`src/sv/pes_pkg.sv`:
```
`timescale 1ns / 1ps
// ----------------------------------------------------------------------------
// pes_pkg
// Widths, reset values, codes and helper functions shared by the position
// error statistics block, its channels and its checker.
// ----------------------------------------------------------------------------
package pes_pkg;

  localparam int COUNTER_BITS = 32;

  localparam int StampW   = 48;
  localparam int PosW     = 32;
  localparam int VarW     = 32;
  localparam int WinW     = 24;
  localparam int ThrW     = 31;
  localparam int DistW    = 31;
  localparam int SdW      = 25;
  localparam int SumW     = 64;
  localparam int OutCntW  = 32;
  localparam int DiffW    = 30;
  localparam int ProdW    = 2 * DiffW;
  localparam int RadW     = ProdW + 1;
  localparam int RootSteps = 31;
  localparam int StepW    = 5;
  localparam int CfgIdxW  = 2;
  localparam int CfgDataW = 31;

  localparam logic signed [PosW:0] DSat = (PosW+1)'(1073741823);

  localparam logic [WinW-1:0] WindowRst  = WinW'(20000);
  localparam logic [ThrW-1:0] ThrLowRst  = ThrW'(1000);
  localparam logic [ThrW-1:0] ThrMidRst  = ThrW'(1500);
  localparam logic [ThrW-1:0] ThrHighRst = ThrW'(2000);

  typedef logic [COUNTER_BITS-1:0] pes_cnt_t;

  typedef enum logic [2:0] {
    ST_IDLE,
    ST_DIFF,
    ST_SQX,
    ST_SQY,
    ST_ADD,
    ST_ROOT,
    ST_UPDATE
  } pes_state_t;

  typedef enum logic [CfgIdxW-1:0] {
    REG_TIME_WINDOW,
    REG_THR_LOW,
    REG_THR_MID,
    REG_THR_HIGH
  } pes_reg_t;

  function automatic pes_cnt_t cnt_inc(pes_cnt_t c);
    return (&c) ? c : c + pes_cnt_t'(1);
  endfunction

  function automatic logic [OutCntW-1:0] cnt_out(pes_cnt_t c);
    logic [63:0] w;
    w = 64'(c);
    return w[OutCntW-1:0];
  endfunction

  // saturated |a - b|
  function automatic logic [DiffW-1:0] sat_abs_diff(logic signed [PosW-1:0] a,
                                                     logic signed [PosW-1:0] b);
    logic signed [PosW:0] d;
    logic signed [PosW:0] m;
    d = (PosW+1)'(a) - (PosW+1)'(b);
    m = (d < 0) ? -d : d;
    if (d > DSat || d < -DSat) begin
      return DSat[DiffW-1:0];
    end
    return m[DiffW-1:0];
  endfunction

endpackage

```
`src/sv/pes_in_if.sv`:
```
`timescale 1ns / 1ps
// ----------------------------------------------------------------------------
// pes_in_if
// Input channel: one pair of stamped positions and the second variances.
// ----------------------------------------------------------------------------
interface pes_in_if
  import pes_pkg::*;
();
  logic                   valid;
  logic                   ready;
  logic [StampW-1:0]      first_stamp;
  logic [StampW-1:0]      second_stamp;
  logic signed [PosW-1:0] first_x;
  logic signed [PosW-1:0] first_y;
  logic signed [PosW-1:0] second_x;
  logic signed [PosW-1:0] second_y;
  logic [VarW-1:0]        second_var_x;
  logic [VarW-1:0]        second_var_y;

  modport source (
    output valid, first_stamp, second_stamp, first_x, first_y,
           second_x, second_y, second_var_x, second_var_y,
    input  ready
  );

  modport sink (
    input  valid, first_stamp, second_stamp, first_x, first_y,
           second_x, second_y, second_var_x, second_var_y,
    output ready
  );
endinterface

```
`src/sv/pes_out_if.sv`:
```
`timescale 1ns / 1ps
// ----------------------------------------------------------------------------
// pes_out_if
// Result channel: distance of one pair and the running statistics.
// ----------------------------------------------------------------------------
interface pes_out_if
  import pes_pkg::*;
();
  logic                  valid;
  logic                  ready;
  logic                  accepted;
  logic [DistW-1:0]      distance;
  logic [OutCntW-1:0]    sample_count;
  logic [SumW-1:0]       distance_sum;
  logic [DistW-1:0]      max_distance;
  logic signed [SdW-1:0] stamp_diff_at_max;
  logic [VarW-1:0]       var_x_at_max;
  logic [VarW-1:0]       var_y_at_max;
  logic [OutCntW-1:0]    over_low_count;
  logic [OutCntW-1:0]    over_mid_count;
  logic [OutCntW-1:0]    over_high_count;

  modport source (
    output valid, accepted, distance, sample_count, distance_sum, max_distance,
           stamp_diff_at_max, var_x_at_max, var_y_at_max, over_low_count,
           over_mid_count, over_high_count,
    input  ready
  );

  modport sink (
    input  valid, accepted, distance, sample_count, distance_sum, max_distance,
           stamp_diff_at_max, var_x_at_max, var_y_at_max, over_low_count,
           over_mid_count, over_high_count,
    output ready
  );
endinterface

```
`src/sv/position_error_statistics.sv`:
```
`timescale 1ns / 1ps
// ----------------------------------------------------------------------------
// position_error_statistics
// Windowed position pair distance with running count, sum, peak and
// threshold exceedance statistics, computed by one shared multiplier and a
// bit-serial square root under a small sequencer.
//
//   channel  dir  handshake        payload
//   in_ch    in   valid / ready    stamps, positions, second variances
//   out_ch   out  valid / ready    accepted, distance, statistics
//   cfg_*    in   cfg_we           cfg_index, cfg_data
//
// An accepted pair runs from transfer to ready again through capture,
// difference, three multiply/add steps, 31 square root steps and update.
// A pair outside the window goes through capture, difference and update only.
// Synchronous active-low reset clears statistics and loads register defaults.
// A stalled result holds in the output register; the next input transfer is
// taken meanwhile and its update waits until the result is taken.
// ----------------------------------------------------------------------------
module position_error_statistics
  import pes_pkg::*;
(
  input  logic                clk,
  input  logic                rst_n,
  pes_in_if.sink              in_ch,
  pes_out_if.source           out_ch,
  input  logic                cfg_we,
  input  logic [CfgIdxW-1:0]  cfg_index,
  input  logic [CfgDataW-1:0] cfg_data
);

  pes_state_t state_r, state_nxt;

  logic [WinW-1:0] window_r;
  logic [ThrW-1:0] thr_low_r, thr_mid_r, thr_high_r;

  pes_cnt_t              pair_total_r;
  logic [SumW-1:0]       error_sum_r;
  logic [DistW-1:0]      peak_error_r;
  logic [SdW-1:0]        peak_sd_r;
  logic [VarW-1:0]       peak_var_x_r, peak_var_y_r;
  pes_cnt_t              exc_low_r, exc_mid_r, exc_high_r;

  logic                  out_valid_r;
  logic                  out_acc_r;
  logic [DistW-1:0]      out_dist_r;

  logic [StampW-1:0]      s1_r, s2_r;
  logic signed [PosW-1:0] x1_r, y1_r, x2_r, y2_r;
  logic [VarW-1:0]        vx_r, vy_r;
  logic                   ok_r;
  logic [SdW-1:0]         sd_r;
  logic [DiffW-1:0]       ax_r, ay_r;
  logic [ProdW-1:0]       prod_r;
  logic [RadW-1:0]        rad_r, res_r;
  logic [StepW-1:0]       step_r;

  logic [StampW:0]   sdiff;
  logic [StampW-1:0] smag;
  logic              win_ok;
  logic [DiffW-1:0]  mul_a;
  logic [ProdW-1:0]  mul_p;
  logic [RadW-1:0]   root_bit, root_trial;
  logic              out_free;
  logic [DistW-1:0]  root_dist;
  logic [SumW:0]     sum_ext;

  assign sdiff  = {1'b0, s1_r} - {1'b0, s2_r};
  assign smag   = sdiff[StampW] ? StampW'(-sdiff) : sdiff[StampW-1:0];
  assign win_ok = smag <= StampW'(window_r);

  assign mul_a = (state_r == ST_SQX) ? ax_r : ay_r;
  assign mul_p = ProdW'(mul_a) * ProdW'(mul_a);

  assign root_bit   = RadW'(1) << {step_r, 1'b0};
  assign root_trial = res_r + root_bit;

  assign out_free  = !out_valid_r || out_ch.ready;
  assign root_dist = res_r[DistW-1:0];
  assign sum_ext   = {1'b0, error_sum_r} + (SumW+1)'(root_dist);

  always_comb begin
    state_nxt   = state_r;
    in_ch.ready = 1'b0;
    unique case (state_r)
      ST_IDLE: begin
        in_ch.ready = 1'b1;
        if (in_ch.valid) state_nxt = ST_DIFF;
      end
      ST_DIFF:   state_nxt = win_ok ? ST_SQX : ST_UPDATE;
      ST_SQX:    state_nxt = ST_SQY;
      ST_SQY:    state_nxt = ST_ADD;
      ST_ADD:    state_nxt = ST_ROOT;
      ST_ROOT: begin
        if (step_r == '0) state_nxt = ST_UPDATE;
      end
      ST_UPDATE: begin
        if (out_free) state_nxt = ST_IDLE;
      end
      default:   state_nxt = ST_IDLE;
    endcase
  end

  always_ff @(posedge clk) begin
    if (!rst_n) begin
      state_r      <= ST_IDLE;
      out_valid_r  <= 1'b0;
      window_r     <= WindowRst;
      thr_low_r    <= ThrLowRst;
      thr_mid_r    <= ThrMidRst;
      thr_high_r   <= ThrHighRst;
      pair_total_r <= '0;
      error_sum_r  <= '0;
      peak_error_r <= '0;
      peak_sd_r    <= '0;
      peak_var_x_r <= '0;
      peak_var_y_r <= '0;
      exc_low_r    <= '0;
      exc_mid_r    <= '0;
      exc_high_r   <= '0;
    end else begin
      state_r <= state_nxt;
      if (cfg_we) begin
        unique case (pes_reg_t'(cfg_index))
          REG_TIME_WINDOW: window_r   <= cfg_data[WinW-1:0];
          REG_THR_LOW:     thr_low_r  <= cfg_data[ThrW-1:0];
          REG_THR_MID:     thr_mid_r  <= cfg_data[ThrW-1:0];
          REG_THR_HIGH:    thr_high_r <= cfg_data[ThrW-1:0];
        endcase
      end
      if (out_ch.valid && out_ch.ready && state_r != ST_UPDATE) out_valid_r <= 1'b0;
      if (state_r == ST_UPDATE && out_free) begin
        out_valid_r <= 1'b1;
        if (ok_r) begin
          pair_total_r <= cnt_inc(pair_total_r);
          error_sum_r  <= sum_ext[SumW] ? '1 : sum_ext[SumW-1:0];
          if (root_dist > peak_error_r) begin
            peak_error_r <= root_dist;
            peak_sd_r    <= sd_r;
            peak_var_x_r <= vx_r;
            peak_var_y_r <= vy_r;
          end
          if (root_dist > thr_low_r)  exc_low_r  <= cnt_inc(exc_low_r);
          if (root_dist > thr_mid_r)  exc_mid_r  <= cnt_inc(exc_mid_r);
          if (root_dist > thr_high_r) exc_high_r <= cnt_inc(exc_high_r);
        end
      end
    end
  end

  always_ff @(posedge clk) begin
    unique case (state_r)
      ST_IDLE: begin
        if (in_ch.valid) begin
          s1_r <= in_ch.first_stamp;
          s2_r <= in_ch.second_stamp;
          x1_r <= in_ch.first_x;
          y1_r <= in_ch.first_y;
          x2_r <= in_ch.second_x;
          y2_r <= in_ch.second_y;
          vx_r <= in_ch.second_var_x;
          vy_r <= in_ch.second_var_y;
        end
      end
      ST_DIFF: begin
        ok_r   <= win_ok;
        sd_r   <= sdiff[SdW-1:0];
        ax_r   <= sat_abs_diff(x1_r, x2_r);
        ay_r   <= sat_abs_diff(y1_r, y2_r);
        res_r  <= '0;
        step_r <= StepW'(RootSteps - 1);
      end
      ST_SQX: prod_r <= mul_p;
      ST_SQY: begin
        rad_r  <= RadW'(prod_r);
        prod_r <= mul_p;
      end
      ST_ADD: rad_r <= rad_r + RadW'(prod_r);
      ST_ROOT: begin
        if (rad_r >= root_trial) begin
          rad_r <= rad_r - root_trial;
          res_r <= (res_r >> 1) + root_bit;
        end else begin
          res_r <= res_r >> 1;
        end
        step_r <= step_r - StepW'(1);
      end
      ST_UPDATE: begin
        if (out_free) begin
          out_acc_r  <= ok_r;
          out_dist_r <= root_dist;
        end
      end
      default: ;
    endcase
  end

  assign out_ch.valid             = out_valid_r;
  assign out_ch.accepted          = out_acc_r;
  assign out_ch.distance          = out_dist_r;
  assign out_ch.sample_count      = cnt_out(pair_total_r);
  assign out_ch.distance_sum      = error_sum_r;
  assign out_ch.max_distance      = peak_error_r;
  assign out_ch.stamp_diff_at_max = peak_sd_r;
  assign out_ch.var_x_at_max      = peak_var_x_r;
  assign out_ch.var_y_at_max      = peak_var_y_r;
  assign out_ch.over_low_count    = cnt_out(exc_low_r);
  assign out_ch.over_mid_count    = cnt_out(exc_mid_r);
  assign out_ch.over_high_count   = cnt_out(exc_high_r);

endmodule

```
`src/flat_wrapper.sv`:
```
// flat-port wrapper written by rule: the top's interface ports become plain ports
module position_error_statistics_flat import pes_pkg::*;
  (clk, rst_n, cfg_we, cfg_index, cfg_data, in_ch_valid, in_ch_first_stamp, in_ch_second_stamp, in_ch_first_x, in_ch_first_y, in_ch_second_x, in_ch_second_y, in_ch_second_var_x, in_ch_second_var_y, in_ch_ready, out_ch_valid, out_ch_accepted, out_ch_distance, out_ch_sample_count, out_ch_distance_sum, out_ch_max_distance, out_ch_stamp_diff_at_max, out_ch_var_x_at_max, out_ch_var_y_at_max, out_ch_over_low_count, out_ch_over_mid_count, out_ch_over_high_count, out_ch_ready);
  pes_in_if in_ch_i ();
  pes_out_if out_ch_i ();
  input  logic clk;
  input  logic rst_n;
  input  logic cfg_we;
  input  logic [CfgIdxW-1:0] cfg_index;
  input  logic [CfgDataW-1:0] cfg_data;
  input wire logic [$bits(in_ch_i.valid)-1:0] in_ch_valid;
  input wire logic [$bits(in_ch_i.first_stamp)-1:0] in_ch_first_stamp;
  input wire logic [$bits(in_ch_i.second_stamp)-1:0] in_ch_second_stamp;
  input wire logic [$bits(in_ch_i.first_x)-1:0] in_ch_first_x;
  input wire logic [$bits(in_ch_i.first_y)-1:0] in_ch_first_y;
  input wire logic [$bits(in_ch_i.second_x)-1:0] in_ch_second_x;
  input wire logic [$bits(in_ch_i.second_y)-1:0] in_ch_second_y;
  input wire logic [$bits(in_ch_i.second_var_x)-1:0] in_ch_second_var_x;
  input wire logic [$bits(in_ch_i.second_var_y)-1:0] in_ch_second_var_y;
  output wire logic [$bits(in_ch_i.ready)-1:0] in_ch_ready;
  output wire logic [$bits(out_ch_i.valid)-1:0] out_ch_valid;
  output wire logic [$bits(out_ch_i.accepted)-1:0] out_ch_accepted;
  output wire logic [$bits(out_ch_i.distance)-1:0] out_ch_distance;
  output wire logic [$bits(out_ch_i.sample_count)-1:0] out_ch_sample_count;
  output wire logic [$bits(out_ch_i.distance_sum)-1:0] out_ch_distance_sum;
  output wire logic [$bits(out_ch_i.max_distance)-1:0] out_ch_max_distance;
  output wire logic [$bits(out_ch_i.stamp_diff_at_max)-1:0] out_ch_stamp_diff_at_max;
  output wire logic [$bits(out_ch_i.var_x_at_max)-1:0] out_ch_var_x_at_max;
  output wire logic [$bits(out_ch_i.var_y_at_max)-1:0] out_ch_var_y_at_max;
  output wire logic [$bits(out_ch_i.over_low_count)-1:0] out_ch_over_low_count;
  output wire logic [$bits(out_ch_i.over_mid_count)-1:0] out_ch_over_mid_count;
  output wire logic [$bits(out_ch_i.over_high_count)-1:0] out_ch_over_high_count;
  input wire logic [$bits(out_ch_i.ready)-1:0] out_ch_ready;
  assign in_ch_i.valid = in_ch_valid;
  assign in_ch_i.first_stamp = in_ch_first_stamp;
  assign in_ch_i.second_stamp = in_ch_second_stamp;
  assign in_ch_i.first_x = in_ch_first_x;
  assign in_ch_i.first_y = in_ch_first_y;
  assign in_ch_i.second_x = in_ch_second_x;
  assign in_ch_i.second_y = in_ch_second_y;
  assign in_ch_i.second_var_x = in_ch_second_var_x;
  assign in_ch_i.second_var_y = in_ch_second_var_y;
  assign in_ch_ready = in_ch_i.ready;
  assign out_ch_valid = out_ch_i.valid;
  assign out_ch_accepted = out_ch_i.accepted;
  assign out_ch_distance = out_ch_i.distance;
  assign out_ch_sample_count = out_ch_i.sample_count;
  assign out_ch_distance_sum = out_ch_i.distance_sum;
  assign out_ch_max_distance = out_ch_i.max_distance;
  assign out_ch_stamp_diff_at_max = out_ch_i.stamp_diff_at_max;
  assign out_ch_var_x_at_max = out_ch_i.var_x_at_max;
  assign out_ch_var_y_at_max = out_ch_i.var_y_at_max;
  assign out_ch_over_low_count = out_ch_i.over_low_count;
  assign out_ch_over_mid_count = out_ch_i.over_mid_count;
  assign out_ch_over_high_count = out_ch_i.over_high_count;
  assign out_ch_i.ready = out_ch_ready;
  position_error_statistics u_core (.clk(clk), .rst_n(rst_n), .in_ch(in_ch_i), .out_ch(out_ch_i), .cfg_we(cfg_we), .cfg_index(cfg_index), .cfg_data(cfg_data));
endmodule
```
`config.mk`:
```
export PLATFORM = sky130hd
export DESIGN_NAME = position_error_statistics_flat
export DESIGN_NICKNAME = d
export VERILOG_FILES = /design/src/sv/pes_pkg.sv /design/src/sv/pes_in_if.sv /design/src/sv/pes_out_if.sv /design/src/sv/position_error_statistics.sv /design/src/flat_wrapper.sv
export SDC_FILE = /design/constraint.sdc
export NUM_CORES = 2
export LEC_CHECK = 0
export BUFFER_PORTS_ARGS = -buffer_cell sky130_fd_sc_hd__buf_2
export CAP_MARGIN = 20
export CORE_MARGIN = 2
export CORE_UTILIZATION = 55
export DETAILED_ROUTE_END_ITERATION = 10
export MAX_ROUTING_LAYER = met4
export PLACE_DENSITY = 0.7
export SYNTH_ARGS = -nofsm -noshare
export SYNTH_HDL_FRONTEND = slang
export SYNTH_SLANG_ARGS = --single-unit
```
`constraint.sdc`:
```
create_clock -name clk -period 20.6 [get_ports clk]
set_input_delay 0 -clock clk [delete_from_list [all_inputs] [get_ports clk]]
set_output_delay 0 -clock clk [all_outputs]
set_load 0.01 [all_outputs]
```
==> results.sh <==
export IMPL_critPathCaptureType="register"
export IMPL_hpwl_microns=201000
export IMPL_status="complete, no violations"
export IMPL_grt_total_usage_pct=34.5
export IMPL_worstHoldPathCells=4
export IMPL_syn_inst=9307
export IMPL_synth_xor_area_share_pct=5.71
export IMPL_syn_area_per_cell_sq_um=9.33
export IMPL_ys_ff_latch=1025
export IMPL_path_max_fanout=34
export IMPL_antenna_found_initial=21
export IMPL_yosysWarnings=0
export IMPL_critPathTopFamily="adder cells"
export IMPL_rsz0062_at_grt="false"
export IMPL_syn_area_sq_um=86800
export IMPL_stdcell_count=12696
export IMPL_cp_arrival_ns=12.15
export IMPL_synthAdderAreaFrac_pct=27.1
export IMPL_gp_congestion=1.01
export IMPL_highest_layer="met4"
export IMPL_initial_core_util_pct=55.5
export IMPL_die_h_microns=401
export IMPL_cpPeakStageDelay_ns=0.89
export IMPL_route_met2_wl_microns=132000
export IMPL_maxSlewHeadroom_pct=20.9
export IMPL_synthesis_nets=11084
export IMPL_drt_iter0_markers=6241
export IMPL_routed_via_density=5.80
export IMPL_ys_seq_area_share_pct=30.5
export IMPL_row_count=145
export IMPL_drv_cap=0
export IMPL_vias=73605
export IMPL_clk_latency_ns=0.80
export IMPL_regToRegEndpoint="u_core.prod_r[58]"
export IMPL_design_area_sq_um=103000
export IMPL_ant_nets=0
export IMPL_num_nets_final=12296
export IMPL_tightest_slew_ns=1.19
export IMPL_crit_slowest_cell="clkinv_1"
export IMPL_dr_pass1_iters=8
export IMPL_grt_max_degree=143
export IMPL_grt_pass1_wl_microns=422000
export IMPL_synth_mux_area_share_pct=2.06
export IMPL_fmax_ghz=0.0860
export IMPL_die_area_sq_um=161000
export IMPL_setup_violations=0
export IMPL_synthArstFlopShare_pct=0
export IMPL_cp_common_cell="fa_1"
export IMPL_die_width_microns=401
export IMPL_cts_tree="built"
export IMPL_placedCellCount=11833
export IMPL_synth_top_family_by_area="adder cells"
export IMPL_cts_htree_levels=3
export IMPL_cts_buffers=113
export IMPL_io_pins=672
export IMPL_r2r_start="u_core.state_r[1]"
export IMPL_cts_buffer_depth=3
export IMPL_wl_microns=273000
export IMPL_cts_sinks=1025
export IMPL_grt_pass1_vias=74712
export IMPL_finalSetupTns_ns=0
export IMPL_met3_length_microns=19600
export IMPL_gr_total_overflow=0
export IMPL_wl_met1_microns=108000
export IMPL_synth_compound_gate_area_share_pct=14.0
export IMPL_cts_root_buffer="clkbuf_16"
export IMPL_drive_gt1_share_pct=10.4
export IMPL_core_area_sq_um=157000
export IMPL_hold_viol_final=0
export IMPL_synth_simple_area_share_pct=13.7
export IMPL_port_buffer_count=671
export IMPL_wl_per_cell_microns=21.5
export IMPL_placed_area_sq_um=92500
export IMPL_synthFlopType="edfxtp_1"
export IMPL_hold_path_endpoint="u_core.thr_mid_r[30]"
export IMPL_yosysUniqueCellTypes=103
export IMPL_place_ws_ns=8.90
export IMPL_fin_crit_ns=11.62
export IMPL_drc_errors=0
export IMPL_rr_worst_depth=33
export IMPL_postCtsSetupBuffers=0
export IMPL_critical_path_class="reg2reg"
export IMPL_fin_ws_ns=8.98
export IMPL_crit_required_ns=21.13
export IMPL_reg2reg_slack_ns=8.98
export IMPL_critPathBufInv=8
export IMPL_min_delay_start="cfg_data[30]"
export IMPL_finClkSkew_ns=0.0942
export IMPL_clkTransAtPathRegs_ns=0.06
export IMPL_finalCritPeriodShare_pct=56.4
export IMPL_syn2layout_area_growth_pct=18.5
export IMPL_slew_viol_final=0
export IMPL_synth_edf_count=592
export IMPL_cp_start_kind="register"
export IMPL_hp_class="in2reg"
==> worst min-delay path, stage by stage <==
cell and delay [ns]:
dlygate4sd3_1 0.57, buf_2 0.16, nand2_1 0.05, a21oi_1 0.05
==> routing by layer <==
layer | global-route usage (%) | vias up
li1 | - | 34180
met1 | 41.3 | 35881
met2 | 57.1 | 2879
met3 | 5.72 | 665
met4 | 15.4 | 0
met5 | - | -
==> worst max-delay path by stage <==
stage | start | endpoint | cells after the start
2_1_floorplan | u_core.step_r[2] | u_core.rad_r[0] | 29
5_1_grt | u_core.state_r[1] | u_core.prod_r[58] | 33
3_5_place_dp | u_core.state_r[1] | u_core.prod_r[58] | 32
4_1_cts | u_core.state_r[1] | u_core.prod_r[58] | 32
3_3_place_gp | u_core.state_r[1] | u_core.prod_r[58] | 33
6_report | u_core.state_r[1] | u_core.prod_r[58] | 33
==> layout make-up <==
type	count	area (sq um)
Tap cell	2058	2570
Multi-Input combinational cell	6649	54400
Sequential cell	1025	26400
Inverter	1332	5010
Clock buffer	140	3020
Clock inverter	72	950
Timing Repair Buffer	1398	10400
Antenna cell	22	55.1
Fill cell	12514	53700
==> cells in the final DEF, fill, tap and decap left out, types with 100 or more instances in the layout <==
cell,synthesis,final
a21o_1,215,215
a21oi_1,566,566
buf_2,4,672
buf_4,0,100
clkbuf_16,0,114
dfxtp_1,433,433
dlygate4sd3_1,0,623
edfxtp_1,592,592
fa_1,711,711
ha_1,740,740
inv_1,1320,1320
mux2i_1,157,149
nand2_1,815,814
nand3_1,132,132
nand4_1,115,115
nor2_1,838,835
nor3_1,106,104
o21ai_0,402,400
xnor2_1,278,278
xor2_1,282,282
==> cell families (layout without fill, tap and decap cells) <==
group | after synthesis | after routing
and+or+nand+nor | 2552 | 2552
AOI/OAI and AO/OA | 1907 | 1907
buffers and inverters | 1633 | 2942
adders and majority gates | 1451 | 1451
DFF | 1025 | 1025
xor gates and xnor gates | 563 | 563
muxes | 176 | 176
other | 0 | 22
==> state kept, by name, summed over array words and instances, names as in the netlist, 32 cells and up <==
signal	cells
u_core.y2_r	32
u_core.prod_r	59
u_core.rad_r	61
u_core.vy_r	32
u_core.y1_r	32
u_core.x2_r	32
u_core.out_ch.var_x_at_max	32
u_core.out_ch.over_mid_count	32
u_core.out_ch.over_high_count	32
u_core.vx_r	32
u_core.res_r	61
u_core.out_ch.var_y_at_max	32
u_core.s2_r	48
u_core.out_ch.sample_count	32
u_core.out_ch.distance_sum	64
u_core.x1_r	32
u_core.out_ch.over_low_count	32
u_core.s1_r	48
==> through the flow <==
stage	hold slack (ns)	utilization, %
after floorplan	0.0989	-
after global placement	0.176	59.1
after detailed placement	0.178	59.1
after CTS	0.0314	65.6
after global routing	0.0627	65.7
final	0.0776	65.7
==> cell usage after synthesis, types with 132 or more instances <==
master / number / area (sq um)
inv_1: 1320 / 4950
nor2_1: 838 / 3150
nand2_1: 815 / 3060
ha_1: 740 / 9260
fa_1: 711 / 14200
edfxtp_1: 592 / 17800
a21oi_1: 566 / 2830
dfxtp_1: 433 / 8670
o21ai_0: 402 / 2010
xor2_1: 282 / 2470
xnor2_1: 278 / 2430
clkbuf_1: 269 / 1010
a21o_1: 215 / 1610
mux2i_1: 157 / 1570
nand3_1: 132 / 661
==> what timing repair did <==
| action | 4_1_cts | 5_1_grt |
|---|---|---|
| gates resized for setup | 0 | 0 |
| hold endpoints to repair | 435 | 0 |
| hold buffers | 623 | 0 |
Power is not shown: default switching activity piles up to over one toggle a cycle in this logic, so the estimate is an artifact.
